`src/hdl/gtdh_ram.sv`:
```
module gtdh_ram #(
    parameter  int WIDTH = 32,
    parameter  int DEPTH = 16,
    localparam int AW    = (DEPTH > 1) ? $clog2(DEPTH) : 1
) (
    input  logic             i_clk,
    input  logic             i_we,
    input  logic [AW-1:0]    i_waddr,
    input  logic [WIDTH-1:0] i_wdata,
    input  logic             i_re,
    input  logic [AW-1:0]    i_raddr,
    output logic [WIDTH-1:0] o_rdata
);

    logic [WIDTH-1:0] r_mem [DEPTH];
    logic [WIDTH-1:0] r_rdata;

    // Read returns the old word when the same entry is written in that cycle
    always_ff @(posedge i_clk) begin
        if (i_we) begin
            r_mem[i_waddr] <= i_wdata;
        end
        if (i_re) begin
            r_rdata <= r_mem[i_raddr];
        end
    end

    assign o_rdata = r_rdata;

endmodule

```
`config.mk`:
```
export PLATFORM = sky130hd
export DESIGN_NAME = gtdh_ram
export DESIGN_NICKNAME = d
export VERILOG_FILES = /design/src/hdl/gtdh_ram.sv
export SDC_FILE = /design/constraint.sdc
export NUM_CORES = 1
export LEC_CHECK = 0
export BUFFER_PORTS_ARGS = -buffer_cell sky130_fd_sc_hd__buf_4
export CELL_PAD_IN_SITES_DETAIL_PLACEMENT = 1
export CELL_PAD_IN_SITES_GLOBAL_PLACEMENT = 1
export CORE_AREA = 10 10 293 154
export CTS_CLUSTER_DIAMETER = 80
export DETAILED_ROUTE_END_ITERATION = 10
export DIE_AREA = 0 0 303 164
export HOLD_SLACK_MARGIN = 0.12
export PLACE_DENSITY_LB_ADDON = 0.1
export SLEW_MARGIN = 0
export SYNTH_ARGS = -nofsm -noshare
export SYNTH_HDL_FRONTEND = slang
export SYNTH_SLANG_ARGS = --single-unit
```
`constraint.sdc`:
```
create_clock -name i_clk -period 4.5 [get_ports i_clk]
set_input_delay 0 -clock i_clk [delete_from_list [all_inputs] [get_ports i_clk]]
set_output_delay 0 -clock i_clk [all_outputs]
set_load 0.02 [all_outputs]
```
-- Yosys cells after proc, flatten, opt, wreduce, memory -nomap -nowiden
Memory sizes are Yosys's and may differ from the RTL's. A register that Yosys moved wholly into a read port is not among the register bits.
Index checks and enable logic that the tools add are counted.
- latch bits: 0
- bits in registers: 0
- memories: 1
- bits in read-only memories: 0
- bits in writable memories: 512
- equality and inequality tests: 0
- shift operators: 0
- $mul: 0
- reduce and logical (&&, ||, !) cells: 0
- div/mod/pow operators: 0
- $lt $le $gt $ge: 0
- $add $sub $neg: 0
- muxes and demuxes: 2
- bitwise gates (word level): 0
- memories (memory ; depth ; width ; read ports ; clocked after memory_dff ; wr ports ; RTL line ; RTL):
    r_mem ; 16 ; 32 ; 1 ; 1 ; 1 ; 15 ; logic [WIDTH-1:0] r_mem [DEPTH];
- operator list (cell ; count):
    1-bit two-way mux ; 2

-- Depth between registers and ports, before layout
- depth after elaboration: 2
- mapped depth: 5
- gate-level depth less buffers: 3

-- Worst setup path after synthesis
No wires, ideal clock.
- kind: input port to flip-flop
- start: in i_waddr[2]
- end: mem r_mem[0][0] (enable)
- setup time: 0.461 ns
- setup slack: 1.320 ns
- stages on the path: 2
- required time: 4.039 ns
- arrival time: 2.718 ns
- path through: or3b_2 nor3_1
- RTL lines (item ; RTL line ; RTL):
    from (decl) ; 8 ; input logic [AW-1:0] i_waddr,
    to (decl) ; 15 ;
No word-level cell before the write port.

-- Worst setup path after layout
- start: in i_waddr[1]
- end: mem r_mem[9][1] (enable)
No word-level cell before the write port.

==> results.yml <==
sta:
  tightest_slew_ns: 1.23
  hold_ws_ns: 0.138
  finalCritPeriodShare_pct: 48.7
  slew_headroom_pct: 17.5
  fin_ws_ns: 2.31
  report.final.hold_viol_count: 0
  rsz0062_at_grt: "false"
  fin_crit_ns: 2.19
  tns_ns: 0
  maxSlewViolCount: 0
  setup_viol: 0
  max_freq_mhz: 457
  clock-skew-final_ns: 0.0145
floorplanning:
  rows: 52
  chipWidth_um: 303
  die_h_um: 164
  io_pins: 75
  dieArea_um2: 49700
  coreArea_um2: 39900
  start_util_pct: 50.5
layout:
  num_antenna_cells: 0
  instances_no_fill: 1554
  fillCellCount: 3293
  finalNetCount: 1021
  drive_gt1_share_pct: 31.0
  syn_to_final_growth_pct: 16.0
setup_path:
  arrival_ns: 2.45
  worst_setup_path_start_kind: "primary input"
  r2r_slack_ns: 3.01
  cp_data_required_time_ns: 4.76
  r2r-start: "r_mem[8][28]$_DFFE_PP_"
  max_stage_delay_ns: 1.01
  r2r_cells: 3
  slowest_stage: "nor2_4"
  crit_type: "in2reg"
  cp_max_fo: 24
  end_kind: "register"
  crit_top_cell: "buf_4"
  cp_cell_sequence: "dlygate4sd3_1 > buf_4 > nand2b_1 > nor2_4 > buf_4"
  r2r_end: "o_rdata[28]$_DFFE_PP_"
global_route:
  grt_start_max_net_pins: 71
  grt_pass1_vias: 10148
  antenna_found_initial: 0
  globalRouteTotalUtil_pct: 19.2
  grt_pass1_wl_um: 69000
  overflow: 0
synth:
  ys_ff_latch: 544
  synth_fa_ha_area_share_pct: 0
  synth_nets: 881
  synth-warning-count: 0
  synth_area_um2: 20200
  synth.mux.area_fraction_pct: 14.3
  synth-compound-area-share_pct: 2.38
  ys_seq_area_share_pct: 81.0
  synth.avg_cell_area_um2: 24.1
  synthSimpleGateAreaFrac_pct: 1.25
  synthXorXnorAreaFrac_pct: 0
  ys_types: 17
  synth_cells: 838
  synth_top_family_by_area: "multiplexers"
hold_path:
  min_path_cells: 3
  min-delay-start: "i_waddr[3]"
  holdPathEnd: "r_mem[3][11]$_DFFE_PP_"
  hp-class: "in2reg"
power:
  ir_drop_mv: 0.303
  p_per_area_nw_per_um2: 443
  total_leakage_power_uw: 0.00747
clock_tree:
  cts_resized: 0
  cts_tree: "built"
  clk_path_buf_depth: 3
  clk_pin_slew_ns: 0.07
  clockRootBuffer: "clkbuf_16"
  h-tree-depth: 2
  clkSinkCount: 544
  insertion_delay_ns: 0.56
  cts_made_buffers: 47
place:
  io_buffers: 74
  post-dp-hpwl_um: 24300
  dp_cells: 1433
  globalplace.congestion: 0.701
  place_ws_ns: 2.05
routing:
  post-route-drc-count: 0
  ant_nets: 0
  vias: 9304
  drt-pass1-iter-count: 6
  drtIter0Drc: 1001
  post_drt_wl_per_cell_um: 30.5
  wl_um: 47300
  vias_per_cell: 5.99
outcome:
  status: "completed"
job:
  max_cap_violations: 0
## how the worst max path moves through the flow
stage | start | end | depth (start not counted)
final | i_waddr[1] | r_mem[9][1]$_DFFE_PP_ | 5
after global routing | i_waddr[1] | r_mem[9][1]$_DFFE_PP_ | 5
after CTS | i_waddr[1] | r_mem[9][22]$_DFFE_PP_ | 5
after detailed placement | i_raddr[0] | o_rdata[28]$_DFFE_PP_ | 5
after global placement | i_raddr[0] | o_rdata[12]$_DFFE_PP_ | 5
after floorplan | i_waddr[2] | r_mem[0][0]$_DFFE_PP_ | 2
## kinds of logic (layout without fill, tap and decap cells)
kind of cell	count (synthesis)	in the layout
mux	128	128
simple gates	59	59
flops	544	544
buf+inv	43	219
compound gates	64	64
## layer usage
layer  share of wire (%)  GRT usage (%)  up-vias
met2                  50           32.0      249
met4                 1.4           4.08        0
met1                  45           26.7     5120
met3                 4.2           2.88       57
met5                   0              0        -
li1                    -              -     3878
## through the flow
stage          util [%]  cell area (µm²)  total power, µW
5_1_grt            58.6            23400            10700
4_1_cts            58.6            23400            10400
2_1_floorplan         -            20200             6140
3_3_place_gp       53.9            21500             6370
3_5_place_dp       53.9            21500             6410
6_report           58.6            23400            10400
## placed cells by master, fill, tap and decap left out
master         instances
buf_12                 2
nor3_2                 4
clkbuf_1               9
edfxtp_1             544
nor2_4                13
nand3_1                1
nor2b_4                2
nand3b_1               2
clkinv_1               9
mux4_2               128
nand2_1               33
and2_2                 1
clkinv_2              10
or3b_2                 1
dlygate4sd3_1         36
bufinv_16              5
clkbuf_16             49
buf_4                 95
inv_8                  1
clkinvlp_4             2
a22oi_1               64
nand2b_1               2
clkbuf_8               1
## registers in the layout, summed over array words and instances (netlist names)
signal   flops
o_rdata     32
r_mem      512
## critical path, delay by kind of cell
family	cells	cell delay, ns
buf+inv	3	1.08
simple gates	2	1.34
## what timing repair did
item,4_1_cts,5_1_grt
endpoints found under the hold margin,583,0
buffers inserted,0,0
hold buffers,36,0
setup endpoints to repair,0,0
## Yosys cell counts
library cell | instances | share of area, %
buf_1 | 9 | 0.17
nand2b_1 | 2 | 0.062
edfxtp_1 | 544 | 81
a22oi_1 | 64 | 2.4
and2_1 | 1 | 0.031
nand3_1 | 1 | 0.025
buf_6 | 2 | 0.11
buf_4 | 11 | 0.41
nor2b_1 | 2 | 0.062
nand2_1 | 33 | 0.61
nand3b_1 | 2 | 0.074
or3b_2 | 1 | 0.043
nor3_1 | 4 | 0.099
buf_2 | 4 | 0.099
clkbuf_1 | 17 | 0.32
nor2_1 | 13 | 0.24
mux4_2 | 128 | 14
## power breakdown
group	leakage, µW	switching, µW	internal, µW	total [µW]
Sequential	0.00494	35.5	5710	5740
Clock	0.000745	1770	2280	4050
Combinational	0.00178	331	239	570
Total	0.00747	2140	8220	10400
## area by class of cell
type                       count  area (µm²)  share of cell area (%)
timing repair buffer         134        1130                    4.82
sequential                   544       16300                    69.8
multi-input combinational    251        3750                    16.0
tap                          540         676                    2.89
clock inverter                27         260                    1.11
clock buffer                  58        1260                    5.38
(Power assumes the default switching activity.)
