**config.mk**
```make
export PLATFORM = sky130hd
export DESIGN_NAME = gtdh_cfg_regs
export DESIGN_NICKNAME = d
export VERILOG_FILES = /design/src/hdl/gtdh_pkg.sv /design/src/hdl/gtdh_cfg_regs.sv
export SDC_FILE = /design/constraint.sdc
export NUM_CORES = 1
export LEC_CHECK = 0
export ABC_AREA = 1
export BUFFER_PORTS_ARGS = -buffer_cell sky130_fd_sc_hd__buf_2
export CORE_MARGIN = 4
export CORE_UTILIZATION = 30
export CTS_CLUSTER_DIAMETER = 120
export CTS_CLUSTER_SIZE = 20
export DETAILED_ROUTE_END_ITERATION = 8
export HOLD_SLACK_MARGIN = 0.05
export MAX_ROUTING_LAYER = met4
export PLACE_DENSITY_LB_ADDON = 0.15
export SETUP_SLACK_MARGIN = 0.4
export SYNTH_ARGS = -nofsm -noshare
export SYNTH_HDL_FRONTEND = slang
export SYNTH_SLANG_ARGS = --single-unit
export TNS_END_PERCENT = 20
```
**constraint.sdc**
```tcl
create_clock -name i_clk -period 1.64 [get_ports i_clk]
set_input_delay 0.328 -clock i_clk [delete_from_list [all_inputs] [get_ports i_clk]]
set_output_delay 0.328 -clock i_clk [all_outputs]
set_load 0.01 [all_outputs]
```
**src/hdl/gtdh_pkg.sv**
```systemverilog
package gtdh_pkg;

    // Default sizes
    localparam int GTDH_HIST_BINS    = 4096;
    localparam int GTDH_NUM_CHANNELS = 1024;
    localparam int GTDH_COUNT_WIDTH  = 32;

    // Field widths
    localparam int KIND_W      = 2;
    localparam int CHAN_W      = 16;
    localparam int TS_W        = 48;
    localparam int CHARGE_W    = 24;
    localparam int BIN_W       = 12;
    localparam int STATUS_W    = 3;
    localparam int OUT_COUNT_W = 32;

    // Configuration port
    localparam int CFG_ADDR_W = 4;
    localparam int CFG_DATA_W = 32;
    localparam int REG_IDX_W  = 2;

    localparam logic [REG_IDX_W-1:0] REG_CHANNEL_LOW  = 2'd0;
    localparam logic [REG_IDX_W-1:0] REG_CHANNEL_HIGH = 2'd1;
    localparam logic [REG_IDX_W-1:0] REG_GATE_LOW     = 2'd2;
    localparam logic [REG_IDX_W-1:0] REG_GATE_HIGH    = 2'd3;

    // Item kinds
    localparam logic [KIND_W-1:0] KIND_EVENT = 2'd0;
    localparam logic [KIND_W-1:0] KIND_READ  = 2'd1;
    localparam logic [KIND_W-1:0] KIND_WRITE = 2'd2;

    // Result status codes
    localparam logic [STATUS_W-1:0] ST_IGNORED  = 3'd0;
    localparam logic [STATUS_W-1:0] ST_FIRST    = 3'd1;
    localparam logic [STATUS_W-1:0] ST_COUNTED  = 3'd2;
    localparam logic [STATUS_W-1:0] ST_NOCOUNT  = 3'd3;
    localparam logic [STATUS_W-1:0] ST_DISORDER = 3'd4;
    localparam logic [STATUS_W-1:0] ST_DONE     = 3'd5;

    typedef struct packed {
        logic        [CHAN_W-1:0]   channel_low;
        logic        [CHAN_W-1:0]   channel_high;
        logic signed [CHARGE_W-1:0] energy_gate_low;
        logic signed [CHARGE_W-1:0] energy_gate_high;
    } t_cfg;

endpackage

```
**src/hdl/gtdh_cfg_regs.sv**
```systemverilog
module gtdh_cfg_regs (
    input  logic                             i_clk,
    input  logic                             i_rst_n,
    input  logic                             psel,
    input  logic                             penable,
    input  logic                             pwrite,
    input  logic [gtdh_pkg::CFG_ADDR_W-1:0]  paddr,
    input  logic [gtdh_pkg::CFG_DATA_W-1:0]  pwdata,
    output logic [gtdh_pkg::CFG_DATA_W-1:0]  prdata,
    output logic                             pready,
    output gtdh_pkg::t_cfg                   o_cfg
);
    import gtdh_pkg::*;

    t_cfg                 r_cfg;
    logic                 wr_en;
    logic [REG_IDX_W-1:0] reg_idx;

    assign pready  = 1'b1;
    assign wr_en   = psel && penable && pwrite && pready;
    assign reg_idx = paddr[CFG_ADDR_W-1:2];
    assign o_cfg   = r_cfg;

    always_ff @(posedge i_clk) begin
        if (!i_rst_n) begin
            r_cfg.channel_low      <= '0;
            r_cfg.channel_high     <= CHAN_W'(1023);
            r_cfg.energy_gate_low  <= '0;
            r_cfg.energy_gate_high <= CHARGE_W'(24'h7FFFFF);
        end else if (wr_en) begin
            unique case (reg_idx)
                REG_CHANNEL_LOW:  r_cfg.channel_low      <= pwdata[CHAN_W-1:0];
                REG_CHANNEL_HIGH: r_cfg.channel_high     <= pwdata[CHAN_W-1:0];
                REG_GATE_LOW:     r_cfg.energy_gate_low  <= pwdata[CHARGE_W-1:0];
                REG_GATE_HIGH:    r_cfg.energy_gate_high <= pwdata[CHARGE_W-1:0];
                default:          ;
            endcase
        end
    end

    // Sign-extend the gate limits on readback
    always_comb begin
        unique case (reg_idx)
            REG_CHANNEL_LOW:  prdata = CFG_DATA_W'(r_cfg.channel_low);
            REG_CHANNEL_HIGH: prdata = CFG_DATA_W'(r_cfg.channel_high);
            REG_GATE_LOW:     prdata = {{(CFG_DATA_W-CHARGE_W){r_cfg.energy_gate_low[CHARGE_W-1]}},
                                        r_cfg.energy_gate_low};
            REG_GATE_HIGH:    prdata = {{(CFG_DATA_W-CHARGE_W){r_cfg.energy_gate_high[CHARGE_W-1]}},
                                        r_cfg.energy_gate_high};
            default:          prdata = '0;
        endcase
    end

endmodule

```
-- Word-level counts from Yosys, hierarchy flattened
Index checks and enable logic that the tools add are counted.
- register bits after elaboration: 80
- bits of input ports: 41
- output and inout bits: 113
- word-level logic and storage cells: 15
- equality and inequality tests: 3
- mux-type cells: 1
- reductions and logical operators: 7
- operators with widths (cell ; number):
    32-bit one-hot mux with 4 select lines ; 1
    2-bit AND reduction ; 4
    2-bit == test (second input constant) ; 2
    2-bit by 1-bit == test with 1-bit output (second input constant) ; 1
    1-bit logical AND ; 2
    2-bit logical NOT ; 1

-- Depth between registers and ports, before layout
- depth after elaboration: 3
- gate-level depth with buffers: 7
- depth with buffers taken out: 5

-- Least setup slack after synthesis
Ideal clock, no wire load.
- kind: input -> output
- start point: in paddr[2] (netlist name)
- end point: out prdata[24] (netlist name)
- arrival: 1.214 ns
- data required time: 1.312 ns
- path slack: 0.098 ns
- stages: 5
- path buffers: 2
- cell sequence: nand2_1 inv_2 buf_4 a22o_1 buf_4
- cells in the longest elaborated chain, start to end: 2
- elaborated cells on any way between the ends: 5
- those cells by class: eq/ne: 3; mux: 1; reduce/logical: 1
- RTL lines (element ; line ; RTL):
    from (decl) ; gtdh_cfg_regs.sv:7 ; input logic [gtdh_pkg::CFG_ADDR_W-1:0] paddr,
    2-bit == test, or another cell as far along ; gtdh_cfg_regs.sv:43 ; unique case (reg_idx)
    32-bit one-hot mux with 4 select lines * ; gtdh_cfg_regs.sv:43 ;
    to (decl) ; gtdh_cfg_regs.sv:9 ; output logic [gtdh_pkg::CFG_DATA_W-1:0] prdata,
Every way passes the cells marked *; elsewhere a longest branch is shown, timed or not.

-- Final worst setup path
- start point: in paddr[3] (netlist name)
- end point: out prdata[1] (netlist name)
The elaborated chain is that of the path after synthesis.

==> insert_results.sql <==
INSERT INTO impl_metrics (metric_group, metric, value, unit) VALUES
('cells_and_area', 'final_core_utilization', '42.12', '%'),
('detailed_routing', 'initialDrtViolationCount', '253', ''),
('setup_path', 'critical-path-slowest-cell', 'nor2_4', ''),
('placement', 'finalWeightedCongestion', '0.7785', ''),
('setup_path', 'crit_chain', 'buf_12 > inv_12 > nor2_4 > clkbuf_16 > nand2_1 > nand4_1 > buf_2', ''),
('setup_path', 'crit_path_max_incr_delay', '0.23', 'ns'),
('global_route', 'grt_antenna_before_repair', '0', ''),
('placement', 'dpl.hpwl', '8.253', 'mm'),
('sta', 'setup-violations-final', '0', ''),
('setup_path', 'worstPathArrival', '1.19', 'ns'),
('power_and_ir_drop', 'switching_share', '24.53', '%'),
('setup_path', 'worstSetupEndpointType', 'output pin', ''),
('detailed_routing', 'detail_route.vias_per_cell', '4.560', ''),
('sta', 'timing.final.max_slew_violations', '0', ''),
('cells_and_area', 'num-nets-final', '724', ''),
('setup_path', 'worstSetupStartpointType', 'input port', ''),
('clock_network', 'cts.path.max_buffers', '2', ''),
('sta', 'max_freq', '0.6602', 'GHz'),
('setup_path', 'path_max_fanout', '7', ''),
('power_and_ir_drop', 'static-leakage-power', '2.553', 'nW'),
('yosys', 'synth-seq-cells', '80', ''),
('sta', 'min_period_over_period', '92.36', '%'),
('job', 'drv.max_cap_violation_count', '0', ''),
('yosys', 'syn-mean-instance-area', '6.850', 'sq um'),
('power_and_ir_drop', 'pwr_density_cell', '912.4', 'nW/um^2'),
('global_route', 'grt_start_max_net_pins', '81', ''),
('power_and_ir_drop', 'seqPwrFrac', '43.6', '%'),
('global_route', 'global_route_wire_length_before_repair', '19.19', 'mm'),
('yosys', 'ys_warn_count', '0', ''),
('floorplanning', 'site_row_count', '40', ''),
('floorplanning', 'floorplan.initialDensity', '30.84', '%'),
('yosys', 'mapped_nets', '584', ''),
('clock_network', 'clock-root-buffer', 'clkbuf_16', ''),
('clock_network', 'number_of_sinks_on_the_clock_net', '80', ''),
('setup_path', 'crit_buf_inv', '4', ''),
('cells_and_area', 'area_growth', '36.56', '%'),
('cells_and_area', 'n_antenna_cell', '0', ''),
('floorplanning', 'floorplan.core_area', '12060', 'sq um'),
('sta', 'rsz_0062_raised_after_global_routing', 'yes', ''),
('yosys', 'netlist-cell-type-count', '19', ''),
('hold_path', 'hold_class', 'in2reg', ''),
('detailed_routing', 'vias', '3903', ''),
('setup_path', 'cp.required', '1.31', 'ns'),
('clock_network', 'h-tree-depth', '3', ''),
('yosys', 'syn_inst', '543', ''),
('placement', 'pre_cts_ws', '-0.003546', 'ns'),
('clock_network', 'cts_inserted_buffers', '9', ''),
('setup_path', 'critPathTopFamily', 'buffers and inverters', ''),
('power_and_ir_drop', 'max-vdd-ir-drop', '379.3', 'uV'),
('sta', 'post-route-min-period', '1.515', 'ns'),
('detailed_routing', 'ant_nets', '0', ''),
('detailed_routing', 'wl', '12.32', 'mm'),
('global_route', 'number_of_global_route_vias_before_repair', '3602', ''),
('power_and_ir_drop', 'clock_power_share', '43.4', '%'),
('clock_network', 'path_clk_slew', '0.06', 'ns'),
('power_and_ir_drop', 'power.share.combinational', '13.0', '%'),
('clock_network', 'clock_insertion_delay_worst_skew', '0.32', 'ns'),
('cells_and_area', 'flip_flop_count_of_the_largest_register_all_copies_and_words_added', '80', ''),
('global_route', 'grt_overflow', '0', ''),
('floorplanning', 'die_w', '119.4', 'um'),
('power_and_ir_drop', 'cell_internal_pwr', '3.498', 'mW'),
('setup_path', 'worstSetupPathType', 'in2out', ''),
('clock_network', 'cts_tree', 'built', ''),
('sta', 'worst_clock_skew', '0', 'ns'),
('yosys', 'synth.yosys.seq_area_share', '43.05', '%'),
('floorplanning', 'die-height', '119.4', 'um'),
('sta', 'postLayoutSetupSlackWorst', '0.1253', 'ns'),
('power_and_ir_drop', 'p_sw', '1.137', 'mW'),
('status', 'outcome', 'finished, final reports clean', ''),
('global_route', 'grt_usage', '17.46', '%'),
('detailed_routing', 'drc_errors', '0', ''),
('floorplanning', 'floorplan.die_area', '14240', 'sq um'),
('placement', 'port_buffers', '142', ''),
('floorplanning', 'ios', '154', ''),
('detailed_routing', 'dr.pass1.iters', '4', ''),
('sta', 'timing_hold_violations_final', '0', ''),
('cells_and_area', 'layout-drive-gt1-share', '29.51', '%'),
('sta', 'transition_time_of_the_tightest_slew_check_pin', '0.5003', 'ns'),
('sta', 'slew_headroom', '66.57', '%'),
('yosys', 'synth.cell_area', '3720', 'sq um'),
('detailed_routing', 'wl_per_cell', '14.39', 'um');
## routing by layer
layer	share of wire, %	up-vias	GRT usage, %	routed length (um)
met5	0	-	-	0
li1	-	1983	-	-
met1	47	1807	23.15	5807
met4	1.2	0	5.941	143
met2	47	102	27.34	5794
met3	4.7	11	2.564	574
## layout by cell type (no fill, tap or decap)
cell type  netlist  final
dfxtp_1         80     80
buf_4           14     16
a22o_4           0      1
clkbuf_1         7      2
nor2_4           4      7
conb_1           1      1
clkbuf_16        0     10
nand3_1         80     80
buf_2            9    140
inv_1           24     24
bufinv_16        0      1
nand3_2          1      1
buf_12           0      9
buf_16           0      1
nor2_1          95     94
inv_6            0      1
nand2_1        182    181
nand2_2          1      1
a22o_1           8      7
clkinv_2         0      2
nand2_4          1      2
inv_12           0      1
inv_2            4      2
nor2_2           3      1
buf_6           11      4
clkbuf_4         0      1
nand4_1         16     16
clkbuf_8         0      2
## repair_timing
item,in CTS,in global routing
resized for setup,10,2
endpoints found under the setup margin,50,41
cloned,1,1
hold buffers,0,0
pin swaps,1,4
buffers inserted,2,3
## worst register-to-register path: stages, from the launching register on
cell and delay [ns]:
dfxtp_1 0.38, nor2_1 0.06, nor2_1 0.10
## power groups by stage
stage | Sequential [mW] | Combinational [mW] | Clock, mW
3_3_place_gp | 2.06 | 0.562 | 0
2_1_floorplan | 2.08 | 0.307 | 0
4_1_cts | 2.02 | 0.596 | 2.09
6_report | 2.02 | 0.604 | 2.01
3_5_place_dp | 2.06 | 0.567 | 0
5_1_grt | 2.03 | 0.669 | 2.14
## metrics by stage
| stage | std cells | area, sq um | hold WS (ns) | TNS, ns | total power [mW] |
|---|---|---|---|---|---|
| final | 856 | 5080 | 0.2270 | 0 | 4.635 |
| after global routing | 856 | 5080 | 0.2224 | 0 | 4.838 |
| after CTS | 852 | 5025 | 0.2129 | 0 | 4.702 |
| after detailed placement | 833 | 4637 | 0.4678 | -0.003546 | 2.630 |
| after global placement | 833 | 4637 | 0.4592 | 0 | 2.623 |
| after floorplan | 543 | 3790 | 0.4541 | 0 | 2.385 |
## cells by family after synthesis
group / count (synthesis) / share of synthesized area (%)
other cells: 1 / 0.1008
buf+inv: 71 / 11.10
compound gates: 8 / 1.884
flops: 80 / 43.05
simple gates: 383 / 43.86
## synth_stat cells, drive strengths merged
cell,number,area [sq um]
inv,28,105.1
nand3,81,410.4
nor2,102,420.4
buf,36,281.5
clkbuf,7,26.28
a22o,8,70.07
conb,1,3.750
dfxtp,80,1602
nand4,16,100.1
nand2,184,700.7
## path summary, 6_finish.rpt
path / startpoint / end / slack [ns] / cells past startpoint
worst min-delay path: pwdata[20] / o_cfg[20] / 0.23 / 3
worst max-delay path: paddr[3] / prdata[1] / 0.13 / 7
worst max register to register: o_cfg[60] / o_cfg[60] / 1.03 / 2
worst min register to register: o_cfg[22] / o_cfg[22] / 0.48 / 2
## cell type report
class / instances / area [sq um]
multi-input combinational: 392 / 1739
clock buffer: 13 / 260.3
inverter: 28 / 122.6
sequential: 80 / 1602
clock inverter: 3 / 40.04
fill: 1251 / 6982
timing repair buffer: 172 / 1106
tap: 168 / 210.2
Note: power is estimated with default switching activity, not from simulation.
